### src/mpe_pkg.sv
// Shared types and constants of the Mandelbrot pixel engine.
package mpe_pkg;

   localparam int FRAC_BITS    = 28;
   localparam int MAX_SIDE     = 4096;
   localparam int PALETTE_SIZE = 16;

   localparam int POS_W      = 12;
   localparam int SIZE_W     = 13;
   localparam int ITER_W     = 12;
   localparam int COORD_W    = 32;
   localparam int SPAN_W     = 32;
   localparam int QUO_W      = POS_W + SPAN_W;
   localparam int REM_W      = $clog2(MAX_SIDE);
   localparam int Z_W        = 33;
   localparam int SQ_W       = 37;
   localparam int PROD_W     = 2 * Z_W;
   localparam int COLOR_W    = 8;
   localparam int PAL_IDX_W  = $clog2(PALETTE_SIZE);
   localparam int DIV_CNT_W  = $clog2(QUO_W);
   localparam int CSR_IDX_W  = 3;
   localparam int CSR_DATA_W = 32;

   localparam logic [SQ_W:0] ESC_LIMIT = (SQ_W + 1)'(4) << FRAC_BITS;

   typedef enum logic [CSR_IDX_W-1:0] {
      REG_SCREEN_WIDTH   = 3'd0,
      REG_SCREEN_HEIGHT  = 3'd1,
      REG_MAX_ITERATIONS = 3'd2,
      REG_REAL_MIN       = 3'd3,
      REG_REAL_MAX       = 3'd4,
      REG_IMAG_MIN       = 3'd5,
      REG_IMAG_MAX       = 3'd6
   } csr_reg_type;

   typedef struct packed {
      logic [SIZE_W-1:0]  screen_width;
      logic [SIZE_W-1:0]  screen_height;
      logic [ITER_W-1:0]  max_iterations;
      logic [COORD_W-1:0] real_min;
      logic [COORD_W-1:0] real_max;
      logic [COORD_W-1:0] imag_min;
      logic [COORD_W-1:0] imag_max;
   } cfg_type;

   typedef struct packed {
      logic load;
      logic axis;
      logic map_mul;
      logic div_step;
      logic map_done;
      logic iter_a;
      logic iter_b;
      logic out_load;
   } cmd_type;

   typedef struct packed {
      logic iter_go;
   } status_type;

endpackage

### src/mpe_ctrl.sv
// Sequencer of the pixel engine: mapping, division steps, iteration loop, output.
module mpe_ctrl
   import mpe_pkg::*;
(
   input  logic       clock,
   input  logic       reset,
   input  logic       req_valid,
   output logic       req_ready,
   output logic       rsp_valid,
   input  logic       rsp_ready,
   input  status_type status,
   output cmd_type    cmd
);

   typedef enum logic [2:0] {
      ST_IDLE,
      ST_MUL,
      ST_DIV,
      ST_FIX,
      ST_ITA,
      ST_ITB,
      ST_OUT
   } state_type;

   state_type            state_ff, state_in;
   logic                 axis_ff, axis_in;
   logic [DIV_CNT_W-1:0] div_cnt_ff, div_cnt_in;
   logic                 rsp_valid_ff, rsp_valid_in;
   logic                 out_free;

   assign out_free  = !rsp_valid_ff || rsp_ready;
   assign req_ready = (state_ff == ST_IDLE);
   assign rsp_valid = rsp_valid_ff;

   always_comb begin
      state_in   = state_ff;
      axis_in    = axis_ff;
      div_cnt_in = div_cnt_ff;
      cmd        = '0;
      cmd.axis   = axis_ff;
      unique case (state_ff)
         ST_IDLE: begin
            if (req_valid) begin
               cmd.load = 1'b1;
               axis_in  = 1'b0;
               state_in = ST_MUL;
            end
         end
         ST_MUL: begin
            cmd.map_mul = 1'b1;
            div_cnt_in  = '0;
            state_in    = ST_DIV;
         end
         ST_DIV: begin
            cmd.div_step = 1'b1;
            div_cnt_in   = div_cnt_ff + 1'b1;
            if (div_cnt_ff == DIV_CNT_W'(QUO_W - 1)) begin
               state_in = ST_FIX;
            end
         end
         ST_FIX: begin
            cmd.map_done = 1'b1;
            if (!axis_ff) begin
               axis_in  = 1'b1;
               state_in = ST_MUL;
            end else begin
               state_in = ST_ITA;
            end
         end
         ST_ITA: begin
            // check escape and limit, then run the first half of an iteration
            if (status.iter_go) begin
               cmd.iter_a = 1'b1;
               state_in   = ST_ITB;
            end else begin
               state_in = ST_OUT;
            end
         end
         ST_ITB: begin
            cmd.iter_b = 1'b1;
            state_in   = ST_ITA;
         end
         ST_OUT: begin
            // hold until the output register is free
            if (out_free) begin
               cmd.out_load = 1'b1;
               state_in     = ST_IDLE;
            end
         end
         default: begin
            state_in = ST_IDLE;
         end
      endcase
   end

   always_comb begin
      if (cmd.out_load) begin
         rsp_valid_in = 1'b1;
      end else if (rsp_ready) begin
         rsp_valid_in = 1'b0;
      end else begin
         rsp_valid_in = rsp_valid_ff;
      end
   end

   always_ff @(posedge clock) begin
      if (reset) begin
         state_ff     <= ST_IDLE;
         axis_ff      <= 1'b0;
         div_cnt_ff   <= '0;
         rsp_valid_ff <= 1'b0;
      end else begin
         state_ff     <= state_in;
         axis_ff      <= axis_in;
         div_cnt_ff   <= div_cnt_in;
         rsp_valid_ff <= rsp_valid_in;
      end
   end

endmodule

### config.mk
export PLATFORM = sky130hd
export DESIGN_NAME = mpe_ctrl
export DESIGN_NICKNAME = d
export VERILOG_FILES = /design/src/mpe_pkg.sv /design/src/mpe_ctrl.sv
export SDC_FILE = /design/constraint.sdc
export NUM_CORES = 1
export LEC_CHECK = 0
export BUFFER_PORTS_ARGS = -buffer_cell sky130_fd_sc_hd__buf_2
export CORE_AREA = 2 2 39 41
export CTS_BUF_LIST = sky130_fd_sc_hd__clkbuf_8 sky130_fd_sc_hd__clkbuf_16
export DETAILED_ROUTE_END_ITERATION = 10
export DIE_AREA = 0 0 41 43
export PLACE_DENSITY_LB_ADDON = 0.05
export SLEW_MARGIN = 20
export SYNTH_ARGS = -nofsm -noshare
export SYNTH_HDL_FRONTEND = slang
export SYNTH_SLANG_ARGS = --single-unit
### constraint.sdc
create_clock -name clock -period 2.08 [get_ports clock]
set_input_delay 0.416 -clock clock [delete_from_list [all_inputs] [get_ports clock]]
set_output_delay 0.416 -clock clock [all_outputs]
set_load 0.01 [all_outputs]
==> metrics.txt <==
status=complete, no violations; Clock Latency Late Sink=0.23 ns; clock skew=0.00168 ns; Cell Area, Placed=688 sq um; worst min path class=flop to flop; TritonCTS clock tree=yes; Critical Path Source=state_ff[1]; Critical Path Slowest Stage Cell=dfxtp_1; DRT iter0 DRCs=4; Hold Buf Count CTS=0; largest family of logic cells by synthesized area=simple AND/OR/NAND/NOR gates; worst-case clock buffer depth=2; number of cell rows=14; post-synthesis cell type count=28; Synth Area in XOR/XNOR=0; die width=41 um; Stages on worst setup path=2; Inserted Clock Buffers=3; Inst Count DP=105; Pleak=0.317 nW; Fin. Hold Viols=0; post-CTS setup buffers=0; Initial Utilization=0.462; syn_area_per_cell=7.80 sq um; Clock Pin Slew Worst Setup and Hold Paths=0.05 ns; Die Area=1760 sq um; most common cell after layout, fill and taps aside=buf_2; critical path endpoint=cmd[4]; CP startpoint kind=flop; Vias=between 500 and 600; fin. max-slew vios=0; final critical-path share of the clock period=0.886; largest net degree at the start of global routing=16; Worst setup EP type=output pin; initial antenna violation count=0; flops & latches, synth=11; CP top delay family=flip-flops; root buf cell=clkbuf_8; die height=between 40 and 50 um; most frequent cells in the layout=buf_2 (14), dfxtp_1 (11), a21oi_1 (10), nor2_1 (8), inv_1 (7); gp weighted congestion=approximately 0.76; Ys Warns=0; Post-Synth Adder-Cell Area=0.0196; reg2reg end=div_cnt_ff[4]; Layout Cells excl Fill=109; max incr delay on CP=0.58 ns; Resized cells post-CTS=0; Synth Cell Area=639 sq um; Area Overhead vs Synth=14.7%; VDD IR max=about 330 uV; Min Hold Slack=0.474 ns; drt total wl=1310 um; worst r2r src=state_ff[1]; Worst Reg-to-Reg Cells=4; crit-path cells=nor3b_4, buf_2; max_cap viols=0; Worst Tran Pin Value=0.530 ns; global-route wire length before repair=between 2000 and 2500 um; asr flop ratio synth=0; Sink Count=11; number of global-route vias before repair=488; Synth Area in Simple Gates=0.305; relative slew slack=0.646; top cells by area in the synthesized netlist=dfxtp_1 (34%), a21oi_1 (7.8%), buf_4 (4.7%), nor2_1 (4.7%), o21ai_0 (3.9%); drt first pass iters=4; Post-DRT Antenna Nets=0; TNS Setup=0 ns; layout filler cell count=156; Yosys top cell area share=0.344; Total GRT Usage=0.176; FMAX=between 0.5 and 0.6 GHz; setup violators final=0; mux share of post-synthesis cell area=0; number of enable flip-flop cells after synthesis=0; WP data required=between 1.5 and 2 ns; DRC errors left=0; layout cell share with drive strength beyond 1=0.204; CP Buf/Inv Count=1; RSZ-0062 raised after global routing=no; fin util=0.530; Synth area leader=dfxtp_1; critical path fanouts, max=15; Vias/cell=5.34; grt ovf=0; Synthesized Nets=slightly below 90; Worst Path Arrival=about 1.4 ns; # IOs=15; Final min period=1.84 ns; design area=approximately 730 sq um; Post-synth top flop=dfxtp_1; kind of critical path=flop to output pin; post-synthesis sequential area ratio=0.344; Core Region=1380 sq um; IO buf count=14; DPL Wire Length=919 um; reg2reg setup slack=0.53 ns; ant diodes=0; post-synthesis compound-gate area fraction=0.231; Final #Nets=100; drt wl/cell=12.0 um; PwrDens=786 nW/um^2; CTS H-Tree Depth=1; Mapped Cells=between 80 and 90
==> flip-flops by register name, summed over array words and instances (netlist names) <==
register and flops:
div_cnt_ff 6, axis_ff 1, rsp_valid 1, state_ff 3
==> worst register-to-register path, stage by stage (launching register included) <==
cell	delay, ns
dfxtp_1	0.58
nor3b_4	0.41
nand4_1	0.15
or2_0	0.21
a21oi_1	0.13
==> power by group <==
part | internal (mW) | switching (mW)
Sequential | 0.223 | 0.0312
Combinational | 0.0514 | 0.0626
Clock | 0.130 | 0.0792
Total | 0.403 | 0.173
==> synthesized netlist by cell type (2+ instances only) <==
library cell / n
nor3_1: 2
dfxtp_1: 11
o21ai_0: 5
a22oi_1: 2
nand4_1: 2
and3_1: 2
inv_1: 6
nor2_1: 8
or2_0: 2
clkbuf_1: 3
nand3_1: 4
buf_4: 4
a21oi_1: 10
nand2_1: 3
and2_1: 2
nor2b_1: 2
nand2b_1: 3
==> kinds of logic (layout without fill, tap and decap cells) <==
family / after synthesis / in the layout
compound gates: 23 / 23
simple gates: 34 / 34
buf+inv: 13 / 24
flops: 11 / 11
fa+ha+maj: 1 / 1
==> layout make-up <==
cell class,count,area [sq um],share of cell area
inverter,6,22.5,0.0307
tap,16,20.0,0.0273
clock inverter,1,3.75,0.00512
clock buffer,3,41.3,0.0563
sequential,11,220,0.300
multi-input combinational,58,355,0.485
timing repair buffer,14,70.1,0.0956
==> metal layers <==
layer / global-route usage / vias up / routed length, um
li1: - / 308 / -
met1: 0.216 / 259 / 633
met2: 0.263 / 13 / 605
met3: 0.0628 / 2 / 64
met4: 0.0800 / 0 / 9
met5: 0 / - / 0
==> stage by stage <==
stage | setup slack (ns) | total power [mW]
after floorplan | 0.627 | 0.341
after global placement | 0.511 | 0.371
final | 0.238 | 0.576
after global routing | 0.115 | 0.616
after detailed placement | 0.480 | 0.373
after CTS | 0.223 | 0.585
==> worst min path at each step <==
stage	slack, ns	endpoint	cells after the start	startpoint
2_1_floorplan	0.45	div_cnt_ff[5]	2	div_cnt_ff[5]
3_5_place_dp	0.47	div_cnt_ff[5]	2	div_cnt_ff[5]
5_1_grt	0.51	div_cnt_ff[5]	2	div_cnt_ff[5]
3_3_place_gp	0.47	div_cnt_ff[5]	2	div_cnt_ff[5]
4_1_cts	0.48	div_cnt_ff[5]	2	div_cnt_ff[5]
6_report	0.47	div_cnt_ff[5]	2	div_cnt_ff[5]
(Power assumes the default switching activity.)
